===== src/rtl/core/pce_pkg.sv =====
// Package: constants, codes, state types and the result record of the block encoder.
package pce_pkg;

    localparam int MAX_KEY_BYTES = 32;
    localparam int MAX_RESTARTS  = 15;

    localparam int KEY_IW   = $clog2(MAX_KEY_BYTES);
    localparam int KEY_LW   = $clog2(MAX_KEY_BYTES + 1);
    localparam int KEY_AW   = KEY_IW + 1;
    localparam int KEY_DEPTH = 2 * MAX_KEY_BYTES;
    localparam int RST_W    = $clog2(MAX_RESTARTS + 1);
    localparam int OFF_AW   = $clog2(MAX_RESTARTS);

    localparam logic [2:0] REQ_BEGIN  = 3'd0;
    localparam logic [2:0] REQ_KEY    = 3'd1;
    localparam logic [2:0] REQ_VALUE  = 3'd2;
    localparam logic [2:0] REQ_FINISH = 3'd3;
    localparam logic [2:0] REQ_RESET  = 3'd4;

    localparam logic [1:0] STATUS_OK   = 2'd0;
    localparam logic [1:0] STATUS_FULL = 2'd1;
    localparam logic [1:0] STATUS_SEQ  = 2'd2;

    localparam logic [1:0] VSEL_SHARED   = 2'd0;
    localparam logic [1:0] VSEL_UNSHARED = 2'd1;
    localparam logic [1:0] VSEL_VALUE    = 2'd2;

    typedef enum logic [2:0] {
        ST_IDLE,
        ST_DECODE,
        ST_KCMP,
        ST_VAR,
        ST_KEY,
        ST_FIN
    } state_t;

    typedef enum logic [1:0] {
        PH_IDLE,
        PH_KEY,
        PH_VALUE
    } phase_t;

    typedef struct packed {
        logic [7:0]  out_byte;
        logic        byte_valid;
        logic        last_of_run;
        logic [1:0]  status;
        logic [31:0] size_estimate;
    } result_t;

endpackage


===== src/rtl/core/pce_out_reg.sv =====
// Output register stage holding one result transaction for the master side.
module pce_out_reg (
    input  logic              clk,
    input  logic              rst_n,
    input  logic              load,
    input  pce_pkg::result_t  res,
    output logic              free,
    output logic              m_axis_tvalid,
    input  logic              m_axis_tready,
    output logic [39:0]       m_axis_tdata,   // out_byte, size_estimate
    output logic [2:0]        m_axis_tuser,   // byte_valid, status
    output logic              m_axis_tlast
);

    logic             valid_reg;
    pce_pkg::result_t data_reg;

    assign free = !valid_reg || m_axis_tready;

    always_ff @(posedge clk or negedge rst_n)
    begin
        if (!rst_n)
        begin
            valid_reg <= 1'b0;
        end
        else if (load)
        begin
            valid_reg <= 1'b1;
        end
        else if (m_axis_tready)
        begin
            valid_reg <= 1'b0;
        end
    end

    always_ff @(posedge clk)
    begin
        if (load)
        begin
            data_reg <= res;
        end
    end

    assign m_axis_tvalid = valid_reg;
    assign m_axis_tdata  = {data_reg.size_estimate, data_reg.out_byte};
    assign m_axis_tuser  = {data_reg.status, data_reg.byte_valid};
    assign m_axis_tlast  = data_reg.last_of_run;

endmodule


===== src/rtl/core/prefix_compressed_block_encoder.sv =====
// Top level: prefix-compressed sorted-table block encoder with restart points.
// One input transaction is taken at a time. Begin, value byte, reset and out-of-sequence
// requests are handled in the decode state; a begin with an empty key then also emits the
// entry header (3 to 5 bytes). A key byte is written, then compared against the previous key
// read from the key memory; the byte that completes a key then emits the entry header
// (3 to 5 bytes) and the unshared key bytes; finish emits 4 bytes per restart
// word plus 4 for the count. Every result passes a single output register, so a stalled
// master side stalls the encoder. Keys live in a two-bank memory swapped per entry;
// restart offsets live in a 15-entry memory. No clearing pass after reset is needed.
module prefix_compressed_block_encoder (
    input  logic        clk,
    input  logic        rst_n,
    input  logic        cfg_we,
    input  logic [7:0]  cfg_wdata,
    input  logic        s_axis_tvalid,
    output logic        s_axis_tready,
    input  logic [31:0] s_axis_tdata,   // key_length, val_len, data_byte
    input  logic [2:0]  s_axis_tuser,   // req_type
    output logic        m_axis_tvalid,
    input  logic        m_axis_tready,
    output logic [39:0] m_axis_tdata,   // out_byte, size_estimate
    output logic [2:0]  m_axis_tuser,   // byte_valid, status
    output logic        m_axis_tlast
);

    localparam int KL = pce_pkg::KEY_LW;
    localparam int RW = pce_pkg::RST_W;

    pce_pkg::state_t state_reg, state_next;
    pce_pkg::phase_t phase_reg, phase_next;

    logic [2:0]  req_reg;
    logic [5:0]  klen_reg;
    logic [15:0] vlen_reg;
    logic [7:0]  byte_reg;
    logic [7:0]  interval_reg;

    logic [KL-1:0] prev_len_reg, prev_len_next;
    logic [KL-1:0] shared_reg, shared_next;
    logic          matching_reg, matching_next;
    logic [KL-1:0] key_pos_reg, key_pos_next;
    logic [KL-1:0] pend_len_reg, pend_len_next;
    logic [15:0]   vleft_reg, vleft_next;
    logic [7:0]    entry_cnt_reg, entry_cnt_next;
    logic [31:0]   boff_reg, boff_next;
    logic [RW-1:0] rcount_reg, rcount_next;
    logic          finished_reg, finished_next;
    logic          bank_reg, bank_next;
    logic [1:0]    hdr_status_reg, hdr_status_next;
    logic [1:0]    var_sel_reg, var_sel_next;
    logic [15:0]   var_val_reg, var_val_next;
    logic [KL-1:0] key_idx_reg, key_idx_next;
    logic [RW-1:0] word_idx_reg, word_idx_next;
    logic [1:0]    byte_idx_reg, byte_idx_next;

    logic [7:0]  key_mem [0:pce_pkg::KEY_DEPTH-1];
    logic [7:0]  key_rdata_reg;
    logic        key_we;
    logic [pce_pkg::KEY_AW-1:0] key_waddr, key_raddr;

    logic [31:0] off_mem [0:pce_pkg::MAX_RESTARTS-1];
    logic [31:0] off_rdata_reg;
    logic        off_we;
    logic [pce_pkg::OFF_AW-1:0] off_waddr, off_raddr;

    logic             res_load, out_free;
    pce_pkg::result_t res;

    logic          do_close;
    logic [KL-1:0] close_len, close_sh;
    logic [1:0]    close_st;
    logic [7:0]    close_ec;

    logic          restart;
    logic [1:0]    beg_st;
    logic [7:0]    beg_ec;
    logic [KL-1:0] klen_sat;
    logic          match;
    logic [KL-1:0] shared_inc, pos_inc;
    logic [31:0]   word;

    assign s_axis_tready = (state_reg == pce_pkg::ST_IDLE);

    always_ff @(posedge clk or negedge rst_n)
    begin
        if (!rst_n)
        begin
            interval_reg <= 8'd16;
        end
        else if (cfg_we)
        begin
            interval_reg <= cfg_wdata;
        end
    end

    always_ff @(posedge clk)
    begin
        if (s_axis_tvalid && s_axis_tready)
        begin
            req_reg  <= s_axis_tuser;
            klen_reg <= s_axis_tdata[5:0];
            vlen_reg <= s_axis_tdata[21:6];
            byte_reg <= s_axis_tdata[29:22];
        end
    end

    always_ff @(posedge clk)
    begin
        if (key_we)
        begin
            key_mem[key_waddr] <= byte_reg;
        end
        key_rdata_reg <= key_mem[key_raddr];
    end

    always_ff @(posedge clk)
    begin
        if (off_we)
        begin
            off_mem[off_waddr] <= boff_reg;
        end
        off_rdata_reg <= off_mem[off_raddr];
    end

    always_ff @(posedge clk or negedge rst_n)
    begin
        if (!rst_n)
        begin
            state_reg      <= pce_pkg::ST_IDLE;
            phase_reg      <= pce_pkg::PH_IDLE;
            prev_len_reg   <= '0;
            shared_reg     <= '0;
            matching_reg   <= 1'b1;
            key_pos_reg    <= '0;
            pend_len_reg   <= '0;
            vleft_reg      <= '0;
            entry_cnt_reg  <= '0;
            boff_reg       <= '0;
            rcount_reg     <= RW'(1);
            finished_reg   <= 1'b0;
            bank_reg       <= 1'b0;
            hdr_status_reg <= pce_pkg::STATUS_OK;
            var_sel_reg    <= pce_pkg::VSEL_SHARED;
            var_val_reg    <= '0;
            key_idx_reg    <= '0;
            word_idx_reg   <= '0;
            byte_idx_reg   <= '0;
        end
        else
        begin
            state_reg      <= state_next;
            phase_reg      <= phase_next;
            prev_len_reg   <= prev_len_next;
            shared_reg     <= shared_next;
            matching_reg   <= matching_next;
            key_pos_reg    <= key_pos_next;
            pend_len_reg   <= pend_len_next;
            vleft_reg      <= vleft_next;
            entry_cnt_reg  <= entry_cnt_next;
            boff_reg       <= boff_next;
            rcount_reg     <= rcount_next;
            finished_reg   <= finished_next;
            bank_reg       <= bank_next;
            hdr_status_reg <= hdr_status_next;
            var_sel_reg    <= var_sel_next;
            var_val_reg    <= var_val_next;
            key_idx_reg    <= key_idx_next;
            word_idx_reg   <= word_idx_next;
            byte_idx_reg   <= byte_idx_next;
        end
    end

    always_comb
    begin
        state_next      = state_reg;
        phase_next      = phase_reg;
        prev_len_next   = prev_len_reg;
        shared_next     = shared_reg;
        matching_next   = matching_reg;
        key_pos_next    = key_pos_reg;
        pend_len_next   = pend_len_reg;
        vleft_next      = vleft_reg;
        entry_cnt_next  = entry_cnt_reg;
        boff_next       = boff_reg;
        rcount_next     = rcount_reg;
        finished_next   = finished_reg;
        bank_next       = bank_reg;
        hdr_status_next = hdr_status_reg;
        var_sel_next    = var_sel_reg;
        var_val_next    = var_val_reg;
        key_idx_next    = key_idx_reg;
        word_idx_next   = word_idx_reg;
        byte_idx_next   = byte_idx_reg;

        key_we    = 1'b0;
        key_waddr = {~bank_reg, key_pos_reg[pce_pkg::KEY_IW-1:0]};
        off_we    = 1'b0;
        off_waddr = rcount_reg[pce_pkg::OFF_AW-1:0];

        res_load        = 1'b0;
        res.out_byte    = 8'd0;
        res.byte_valid  = 1'b0;
        res.last_of_run = 1'b0;
        res.status      = pce_pkg::STATUS_OK;

        do_close  = 1'b0;
        close_len = pend_len_reg;
        close_sh  = shared_reg;
        close_st  = pce_pkg::STATUS_OK;
        close_ec  = entry_cnt_reg;

        restart  = 1'b0;
        beg_st   = pce_pkg::STATUS_OK;
        beg_ec   = entry_cnt_reg;
        klen_sat = (klen_reg > 6'(pce_pkg::MAX_KEY_BYTES)) ? KL'(pce_pkg::MAX_KEY_BYTES)
                                                           : KL'(klen_reg);
        match    = matching_reg && (key_pos_reg < prev_len_reg) && (key_rdata_reg == byte_reg);
        shared_inc = match ? shared_reg + KL'(1) : shared_reg;
        pos_inc    = key_pos_reg + KL'(1);
        word       = 32'd0;

        case (state_reg)
            pce_pkg::ST_IDLE:
            begin
                if (s_axis_tvalid)
                begin
                    state_next = pce_pkg::ST_DECODE;
                end
            end
            pce_pkg::ST_DECODE:
            begin
                if (req_reg == pce_pkg::REQ_KEY && phase_reg == pce_pkg::PH_KEY
                    && key_pos_reg < pend_len_reg)
                begin
                    key_we     = 1'b1;
                    state_next = pce_pkg::ST_KCMP;
                end
                else if (out_free)
                begin
                    state_next = pce_pkg::ST_IDLE;
                    if (req_reg == pce_pkg::REQ_BEGIN && phase_reg == pce_pkg::PH_IDLE
                        && !finished_reg)
                    begin
                        if (entry_cnt_reg >= interval_reg)
                        begin
                            beg_ec = 8'd0;
                            if (rcount_reg < RW'(pce_pkg::MAX_RESTARTS))
                            begin
                                off_we      = 1'b1;
                                rcount_next = rcount_reg + RW'(1);
                                restart     = 1'b1;
                            end
                            else
                            begin
                                beg_st = pce_pkg::STATUS_FULL;
                            end
                        end
                        entry_cnt_next = beg_ec;
                        pend_len_next  = klen_sat;
                        vleft_next     = vlen_reg;
                        key_pos_next   = '0;
                        shared_next    = '0;
                        matching_next  = !restart;
                        if (klen_sat == '0)
                        begin
                            do_close  = 1'b1;
                            close_len = '0;
                            close_sh  = '0;
                            close_st  = beg_st;
                            close_ec  = beg_ec;
                        end
                        else
                        begin
                            phase_next      = pce_pkg::PH_KEY;
                            res_load        = 1'b1;
                            res.status      = beg_st;
                            res.last_of_run = 1'b1;
                        end
                    end
                    else if (req_reg == pce_pkg::REQ_VALUE && phase_reg == pce_pkg::PH_VALUE)
                    begin
                        res_load        = 1'b1;
                        res.out_byte    = byte_reg;
                        res.byte_valid  = 1'b1;
                        res.last_of_run = 1'b1;
                        vleft_next      = vleft_reg - 16'd1;
                        if (vleft_reg == 16'd1)
                        begin
                            phase_next = pce_pkg::PH_IDLE;
                        end
                    end
                    else if (req_reg == pce_pkg::REQ_FINISH && phase_reg == pce_pkg::PH_IDLE
                             && !finished_reg)
                    begin
                        finished_next = 1'b1;
                        word_idx_next = '0;
                        byte_idx_next = '0;
                        state_next    = pce_pkg::ST_FIN;
                    end
                    else if (req_reg == pce_pkg::REQ_RESET)
                    begin
                        phase_next      = pce_pkg::PH_IDLE;
                        prev_len_next   = '0;
                        shared_next     = '0;
                        matching_next   = 1'b1;
                        key_pos_next    = '0;
                        pend_len_next   = '0;
                        vleft_next      = '0;
                        entry_cnt_next  = '0;
                        boff_next       = '0;
                        rcount_next     = RW'(1);
                        finished_next   = 1'b0;
                        res_load        = 1'b1;
                        res.last_of_run = 1'b1;
                    end
                    else
                    begin
                        res_load        = 1'b1;
                        res.status      = pce_pkg::STATUS_SEQ;
                        res.last_of_run = 1'b1;
                    end
                end
            end
            pce_pkg::ST_KCMP:
            begin
                shared_next   = shared_inc;
                matching_next = match;
                key_pos_next  = pos_inc;
                if (pos_inc >= pend_len_reg)
                begin
                    do_close = 1'b1;
                    close_sh = shared_inc;
                end
                else
                begin
                    state_next = pce_pkg::ST_IDLE;
                end
            end
            pce_pkg::ST_VAR:
            begin
                if (out_free)
                begin
                    res_load       = 1'b1;
                    res.byte_valid = 1'b1;
                    res.status     = hdr_status_reg;
                    if (var_val_reg >= 16'h0080)
                    begin
                        res.out_byte = {1'b1, var_val_reg[6:0]};
                        var_val_next = var_val_reg >> 7;
                    end
                    else
                    begin
                        res.out_byte = var_val_reg[7:0];
                        case (var_sel_reg)
                            pce_pkg::VSEL_SHARED:
                            begin
                                var_sel_next = pce_pkg::VSEL_UNSHARED;
                                var_val_next = 16'(pend_len_reg - shared_reg);
                            end
                            pce_pkg::VSEL_UNSHARED:
                            begin
                                var_sel_next = pce_pkg::VSEL_VALUE;
                                var_val_next = vleft_reg;
                            end
                            default:
                            begin
                                if (key_idx_reg < pend_len_reg)
                                begin
                                    state_next = pce_pkg::ST_KEY;
                                end
                                else
                                begin
                                    res.last_of_run = 1'b1;
                                    state_next      = pce_pkg::ST_IDLE;
                                end
                            end
                        endcase
                    end
                end
            end
            pce_pkg::ST_KEY:
            begin
                if (out_free)
                begin
                    res_load       = 1'b1;
                    res.byte_valid = 1'b1;
                    res.out_byte   = key_rdata_reg;
                    res.status     = hdr_status_reg;
                    key_idx_next   = key_idx_reg + KL'(1);
                    if (key_idx_reg + KL'(1) >= pend_len_reg)
                    begin
                        res.last_of_run = 1'b1;
                        state_next      = pce_pkg::ST_IDLE;
                    end
                end
            end
            pce_pkg::ST_FIN:
            begin
                if (word_idx_reg == rcount_reg)
                begin
                    word = 32'(rcount_reg);
                end
                else if (word_idx_reg != '0)
                begin
                    word = off_rdata_reg;
                end
                if (out_free)
                begin
                    res_load       = 1'b1;
                    res.byte_valid = 1'b1;
                    res.out_byte   = word[8*byte_idx_reg +: 8];
                    byte_idx_next  = byte_idx_reg + 2'd1;
                    if (byte_idx_reg == 2'd3)
                    begin
                        if (word_idx_reg == rcount_reg)
                        begin
                            res.last_of_run = 1'b1;
                            state_next      = pce_pkg::ST_IDLE;
                        end
                        else
                        begin
                            word_idx_next = word_idx_reg + RW'(1);
                        end
                    end
                end
            end
            default:
            begin
                state_next = pce_pkg::ST_IDLE;
            end
        endcase

        if (do_close)
        begin
            prev_len_next   = close_len;
            bank_next       = ~bank_reg;
            entry_cnt_next  = (close_ec < 8'd255) ? close_ec + 8'd1 : close_ec;
            phase_next      = (vleft_next != 16'd0) ? pce_pkg::PH_VALUE : pce_pkg::PH_IDLE;
            hdr_status_next = close_st;
            var_sel_next    = pce_pkg::VSEL_SHARED;
            var_val_next    = 16'(close_sh);
            key_idx_next    = close_sh;
            state_next      = pce_pkg::ST_VAR;
        end

        if (res_load && res.byte_valid)
        begin
            boff_next = boff_reg + 32'd1;
        end
        res.size_estimate = boff_next + {{(30 - RW){1'b0}}, rcount_next, 2'b00} + 32'd4;

        key_raddr = (state_reg == pce_pkg::ST_DECODE)
                  ? {bank_reg, key_pos_reg[pce_pkg::KEY_IW-1:0]}
                  : {bank_reg, key_idx_next[pce_pkg::KEY_IW-1:0]};
        off_raddr = (word_idx_next == RW'(pce_pkg::MAX_RESTARTS))
                  ? '0 : word_idx_next[pce_pkg::OFF_AW-1:0];
    end

    pce_out_reg u_out_reg (
        .clk           (clk),
        .rst_n         (rst_n),
        .load          (res_load),
        .res           (res),
        .free          (out_free),
        .m_axis_tvalid (m_axis_tvalid),
        .m_axis_tready (m_axis_tready),
        .m_axis_tdata  (m_axis_tdata),
        .m_axis_tuser  (m_axis_tuser),
        .m_axis_tlast  (m_axis_tlast)
    );

    a_no_overwrite: assert property (@(posedge clk) disable iff (!rst_n)
        !(res_load && m_axis_tvalid && !m_axis_tready))
        else $error("result loaded over a held transaction");

    a_finished_idle: assert property (@(posedge clk) disable iff (!rst_n)
        finished_reg |-> (phase_reg == pce_pkg::PH_IDLE))
        else $error("entry in progress after finish");

    a_key_pos: assert property (@(posedge clk) disable iff (!rst_n)
        (key_pos_reg <= pend_len_reg) && (shared_reg <= key_pos_reg))
        else $error("key position beyond key length");

    a_rcount: assert property (@(posedge clk) disable iff (!rst_n)
        (rcount_reg != '0) && (rcount_reg <= RW'(pce_pkg::MAX_RESTARTS)))
        else $error("restart count out of range");

endmodule

===== config.mk =====
export PLATFORM = sky130hd
export DESIGN_NAME = prefix_compressed_block_encoder
export DESIGN_NICKNAME = d
export VERILOG_FILES = /design/src/rtl/core/pce_pkg.sv /design/src/rtl/core/pce_out_reg.sv /design/src/rtl/core/prefix_compressed_block_encoder.sv
export SDC_FILE = /design/constraint.sdc
export NUM_CORES = 2
export LEC_CHECK = 0
export ABC_CLOCK_PERIOD_IN_PS = 6100
export BUFFER_PORTS_ARGS = -buffer_cell sky130_fd_sc_hd__buf_2
export CAP_MARGIN = 40
export CORE_ASPECT_RATIO = 2
export CORE_MARGIN = 2
export CORE_UTILIZATION = 35
export DETAILED_ROUTE_END_ITERATION = 10
export GPL_ROUTABILITY_DRIVEN = 0
export PLACE_DENSITY = 0.56
export RECOVER_POWER = 25
export SETUP_SLACK_MARGIN = 0.2
export SLEW_MARGIN = 0
export SYNTH_ARGS = -nofsm -noshare
export SYNTH_HDL_FRONTEND = slang
export SYNTH_HIERARCHICAL = 1
export SYNTH_SLANG_ARGS = --single-unit

===== constraint.sdc =====
create_clock -name clk -period 6.1 [get_ports clk]
set_input_delay 0.61 -clock clk [delete_from_list [all_inputs] [get_ports clk]]
set_output_delay 0.61 -clock clk [all_outputs]
set_load 0.005 [all_outputs]

* After elaboration in Yosys (flattened, before gate mapping) *
Memory sizes are Yosys's and may differ from the RTL's. A register that Yosys moved wholly into a read port is not among the register bits.
Index checks and enable logic that the tools add are counted.

cells by class
  $add $sub $neg = 12
  $lt $le $gt $ge = 10
  equality and inequality tests = 49
  shift-type cells = 1
  muxes and demuxes = 199
  bitwise operators = 4
  reduce and logical (&&, ||, !) cells = 49

operators with widths
  kind                     number
  $mux W32                 11
  $mux W16                 11
  $mux W6                  27
  $mux W8                  16
  $mux W4                  18
  $mux W3                  20
  $mux W2                  28
  $mux W12                 4
  $mux W1                  47
  $ne A3 B3 Y1 const B     15
  $pmux W10 S4             1
  $pmux W6 S2              3
  $add A32 B1 Y32 const B  1
  $add A32 B3 Y32 const B  1
  $add A32 B6 Y32          1
  $pmux W16 S2             1
  $shiftx A32 B6 Y8        1
  $ne A2 B2 Y1 const B     13
  $reduce_and A6 Y1        4
  $reduce_and A7 Y1        3
  $reduce_bool A2 Y1       10
  $add A6 B1 Y6 const B    3
  $lt A6 B6 Y1             3
  $mux W9                  2
  other kinds (46)         80

word-level totals
  flip-flop bits (word level) = 210
  RAM bits = 992
  bits of input ports = 48
  output and inout bits = 46
  word-level logic and storage cells = 357
  memories = 2

memory list
  name     words  bits a word  rd ports  clocked after memory_dff  wr ports  line                                   text
  key_mem  64     8            1         1                         1         prefix_compressed_block_encoder.sv:56  logic [7:0] key_mem [0:pce_pkg::KEY_DEPTH-1];
  off_mem  15     32           1         1                         1         prefix_compressed_block_encoder.sv:61  logic [31:0] off_mem [0:pce_pkg::MAX_RESTARTS-1];

* Depth between registers and ports, before layout *
  depth in word-level cells = 13
  mapped depth = 26

* By module *
Netlist, hierarchy kept.

by module, submodules not included
  module                           times used  cells each  area each (µm²)  sequential area each (µm²)
  prefix_compressed_block_encoder  1           3,769       50,399.6         34,862.2
  pce_out_reg                      1           47          1,368.8          1,346.3

* Worst setup path before layout *
OpenSTA, ideal clock, no wires.

  path kind = register -> register
  from = register entry_cnt_reg[0]
  to = register u_out_reg.data_reg, in the netlist u_out_reg/m_axis_tdata[37] (data pin)
  setup time = 269 ps
  arrival = 5,093 ps
  path slack = 738 ps
  cell stages (with the launch flop) = 26
  clock period less this slack = 5,362 ps
  cells stage by stage = dfrtp_1 -> inv_1 -> ha_1 -> nand2b_1 -> a21o_1 -> a21o_1 -> a21o_1 -> a21o_1 -> a2111oi_1 -> nor4_1 -> and2_0 -> clkbuf_1 -> nand2_1 -> o31ai_1 -> ha_1 -> ha_1 -> inv_1 -> fa_1 -> inv_1 -> a21oi_1 -> o21bai_1 -> nand3_1 -> nor3_1 -> nand2_1 -> nor3b_1 -> xor2_1

RTL lines
  what                    line                                    text
  start, declared         prefix_compressed_block_encoder.sv:44   logic [7:0] entry_cnt_reg, entry_cnt_next;
  start signal, assigned  prefix_compressed_block_encoder.sv:159  entry_cnt_reg <= entry_cnt_next;
  end signal, assigned    pce_out_reg.sv:40                       data_reg <= res;
  end, declared           pce_out_reg.sv:16                       pce_pkg::result_t data_reg;

==> tab_implementation.tex <==
\begin{tabular}{lr}
\hline
Metric & Value \\
\hline
\multicolumn{2}{l}{\textbf{Clock tree}} \\
Number of setup buffers added after CTS & 0 \\
Worst-skew pair later-pin latency & 0.74 ns \\
Sinks on the clock net & 1241 \\
H-tree levels & 3 \\
Number of buffers added by the clock tree synthesis step & 109 \\
Clock tree buffer depth & 3 \\
Clock slew at reported path FFs & 0.07 ns \\
TritonCTS clock tree & yes \\
Root buf cell & clkbuf\_16 \\
\multicolumn{2}{l}{\textbf{Critical path}} \\
Element type at the critical path end & register \\
Crit path max fanout & 9 \\
Crit path launch type & register \\
Worst setup path category & reg2reg \\
Required time at the endpoint of the critical path & 6.57 ns \\
Slack of the worst reg-to-reg path & 0.66 ns \\
RR Endpoint & u\_out\_reg/m\_axis\_tdata[26] \\
RR Startpoint & entry\_cnt\_reg[0] \\
Cells on worst reg2reg path & 22 \\
Crit path DAT & 5.91 ns \\
\multicolumn{2}{l}{\textbf{Floorplan}} \\
Number of top-level design ports & 94 \\
Placeable core region & 147000 sq um \\
Die Span Y & 548 um \\
Starting density of the core & 35.2\% \\
Die area & 151000 sq um \\
Rows & 199 \\
Die extent in x & 276 um \\
\multicolumn{2}{l}{\textbf{Finish}} \\
Register bank with the most flops & key\_mem \\
Most common library cell in the layout ignoring fill and taps & edfxtp\_1 \\
Area growth, synth to finish & 13.8\% \\
Number of flip-flops in the largest register & 512 \\
Most frequent cells in the layout & edfxtp\_1 (1069), nand2\_1 (517), o21ai\_0 (285) \\
Final layout net count & 4056 \\
Fraction of layout cells with a size suffix above 1 & 13.6\% \\
\multicolumn{2}{l}{\textbf{Power}} \\
Combinational share of power & 31.9\% \\
Fraction of power consumed by the clock network & 27.3\% \\
Net Switching & 9070 uW \\
Peak ir drop on the vdd network & 0.000480 V \\
Sequential share of power & 40.8\% \\
Fraction of power spent switching nets & 34.9\% \\
P per Cell Area & 441 nW/um\^{}2 \\
Leakage power figure & 0.0200 uW \\
Internal cell power & 16900 uW \\
\multicolumn{2}{l}{\textbf{Routing}} \\
Detailed-routing wirelength on met1 & 53500 um \\
Met3 Routed Length & 7250 um \\
Wire length after detailed routing & 161000 um \\
1st-iter DRT viols & 2980 \\
First-pass detailed-route iteration total & 11 \\
Post-detailed-route wirelength per cell & 27.0 um \\
Number of remaining DRC errors & 26 \\
Drt via density & 5.56 \\
Length of routed met2 wiring & 88000 um \\
Antenna viol nets, final & 0 \\
Overall via count from detail\_route & 33.1k \\
Top routing layer in use & met5 \\
\multicolumn{2}{l}{\textbf{Hold path}} \\
Worst hold path stage count & 1 \\
Hold EP & klen\_reg[1] \\
Worst min-delay path startpoint & s\_axis\_tdata[1] \\
Worst min-delay path class & in2reg \\
\multicolumn{2}{l}{\textbf{Timing}} \\
Final max-slew violation count & 133 \\
Least-Margin Pin Slew & 4.22 ns \\
Fin crit period & 5.44 ns \\
Final hold vios & 0 \\
Unrepaired setup endpoints after global routing & false \\
Max\_slew headroom & -181\% \\
Final setup slack of the worst path & 0.661 ns \\
Final worst path period share & 89.2\% \\
Worst Skew & 0.0485 ns \\
Fmax & 0.184 GHz \\
Setup TNS Final & 0 ns \\
Final number of setup-violating endpoints & 0 \\
\multicolumn{2}{l}{\textbf{Synthesis}} \\
Async SR Flop Fraction & 10.6\% \\
Number of enable-type register cells in the synthesized netlist & 1069 \\
Number of standard cells after synthesis & 3816 \\
Syn\_nets & 3931 \\
Dominant register cell in the synthesized netlist & edfxtp\_1 \\
Mapped cell area & 51800 sq um \\
Synth cell types & 91 \\
Mean Syn Cell Area & 13.6 sq um \\
Number of warning messages in the yosys log & 6 \\
Flop and latch count out of synthesis & 1241 \\
Sequential-to-total area share from yosys stat & 69.9\% \\
\multicolumn{2}{l}{\textbf{Global routing}} \\
Overflow after GRT & 0 \\
Largest net degree at the start of global routing & 83 \\
Vias in the first global route & 33.9k \\
Antenna violations before repair & 18 \\
Overall fraction of global-route tracks in use & 21.2\% \\
Global-route wire length before repair & 232000 um \\
\multicolumn{2}{l}{\textbf{Placement}} \\
Pre-CTS setup slack & 0.500 ns \\
HPWL Detailed & 110000 um \\
Number of input and output port buffers inserted & 91 \\
\multicolumn{2}{l}{\textbf{Flow run}} \\
Number of violations of the max-capacitance limit & 2 \\
\multicolumn{2}{l}{\textbf{Status}} \\
Result of the run & finished, violations left \\
Violations in the final reports & design-rule violations, max-capacitance violations, max-slew violations \\
\hline
\end{tabular}
==> layout make-up <==
class                      count  area, sq um
timing repair buffer         243         1840
sequential                  1241        36200
antenna                        6         15.0
inverter                      65          249
tap                         1909         2390
multi-input combinational   2281        14600
fill                       13759        88000
clock inverter                62          649
clock buffer                 139         2970
==> synthesized netlist by cell type, types with 21 or more instances <==
library cell	number	area, sq um
a31oi_1	25	156
a22oi_1	104	781
o32ai_1	32	280
mux2i_1	34	340
xnor2_1	32	280
o21ai_0	286	1430
dfxtp_1	40	801
buf_2	26	130
edfxtp_1	1069	32100
o211ai_1	42	315
nor2_1	211	792
clkbuf_1	188	706
xor2_1	33	289
o22ai_1	38	238
nand4_1	21	131
nor2b_1	22	138
nand2_1	518	1940
nor3_1	95	475
inv_1	63	236
ha_1	65	813
mux4_2	88	1980
dfrtp_1	129	3230
nand3_1	200	1000
a21oi_1	170	851
==> power groups by stage <==
stage	Combinational (uW)	Clock (uW)	Sequential [uW]
2_1_floorplan	4990	0	10500
3_3_place_gp	8140	0	10800
3_5_place_dp	8320	0	10800
4_1_cts	8350	7210	10600
5_1_grt	8870	7530	10600
6_report	8290	7090	10600
==> stage by stage <==
stage	total power, uW	hold slack [ns]	std cells	util, %	instance area [sq um]
final	26000	0.0429	5946	40.1	58900
after global placement	18900	0.467	5715	37.4	55000
after floorplan	15500	0.314	3816	-	51800
after CTS	26100	0.00143	5940	40.1	58900
after global routing	27000	0.0326	5941	40.1	58900
after detailed placement	19100	0.477	5738	37.7	55300
==> routing by layer <==
layer | track usage, % | vias to the layer above
li1 | - | 14732
met5 | 0 | -
met4 | 14.0 | 8
met3 | 2.64 | 400
met1 | 21.6 | 16858
met2 | 39.9 | 1087
==> kinds of logic (layout without fill, tap and decap cells) <==
| kind of cell | after synthesis | in the layout | synth area share (%) |
|---|---|---|---|
| AO/OA/AOI/OAI | 818 | 818 | 9.73 |
| buffers and inverters | 294 | 509 | 2.24 |
| XOR/XNOR | 65 | 65 | 1.10 |
| flip-flops | 1241 | 1241 | 69.9 |
| multiplexers | 130 | 130 | 4.68 |
| other | 0 | 6 | 0 |
| AND/OR/NAND/NOR | 1201 | 1201 | 10.7 |
| adder cells (fa/ha/maj) | 67 | 67 | 1.65 |
==> what timing repair did <==
action	in CTS	in global routing
gates resized for setup	0	3
endpoints found under the setup margin	0	5
hold buffers	1	0
endpoints found under the hold margin	65	0
==> critical path, cell delays in order, from the launching register on <==
cell and delay, ns:
dfrtp_1 0.39, inv_1 0.10, ha_1 0.23, nand2b_1 0.15
a21o_1 0.17, a21o_1 0.17, a21o_1 0.17, a21o_1 0.18
a2111oi_2 0.36, buf_4 0.22, nor4_1 0.07, buf_4 0.21
and4b_1 0.19, nor3_1 0.20, ha_1 0.31, ha_1 0.29
a21o_1 0.11, a21oi_1 0.09, o21bai_1 0.21, nand3_1 0.27
or3_1 0.46, or4_1 0.49, xnor2_1 0.14
==> worst max-delay path by stage <==
stage	from	to	slack (ns)	cells after the start
after floorplan	entry_cnt_reg[0]	u_out_reg/m_axis_tdata[37]	0.74	25
after detailed placement	entry_cnt_reg[0]	u_out_reg/m_axis_tdata[35]	0.50	25
after global placement	entry_cnt_reg[0]	u_out_reg/m_axis_tdata[37]	0.48	26
after global routing	entry_cnt_reg[0]	u_out_reg/m_axis_tdata[35]	0.26	26
after CTS	entry_cnt_reg[0]	u_out_reg/m_axis_tdata[35]	0.48	25
final	entry_cnt_reg[0]	u_out_reg/m_axis_tdata[26]	0.66	22
Power figures use the tool's default switching activity.
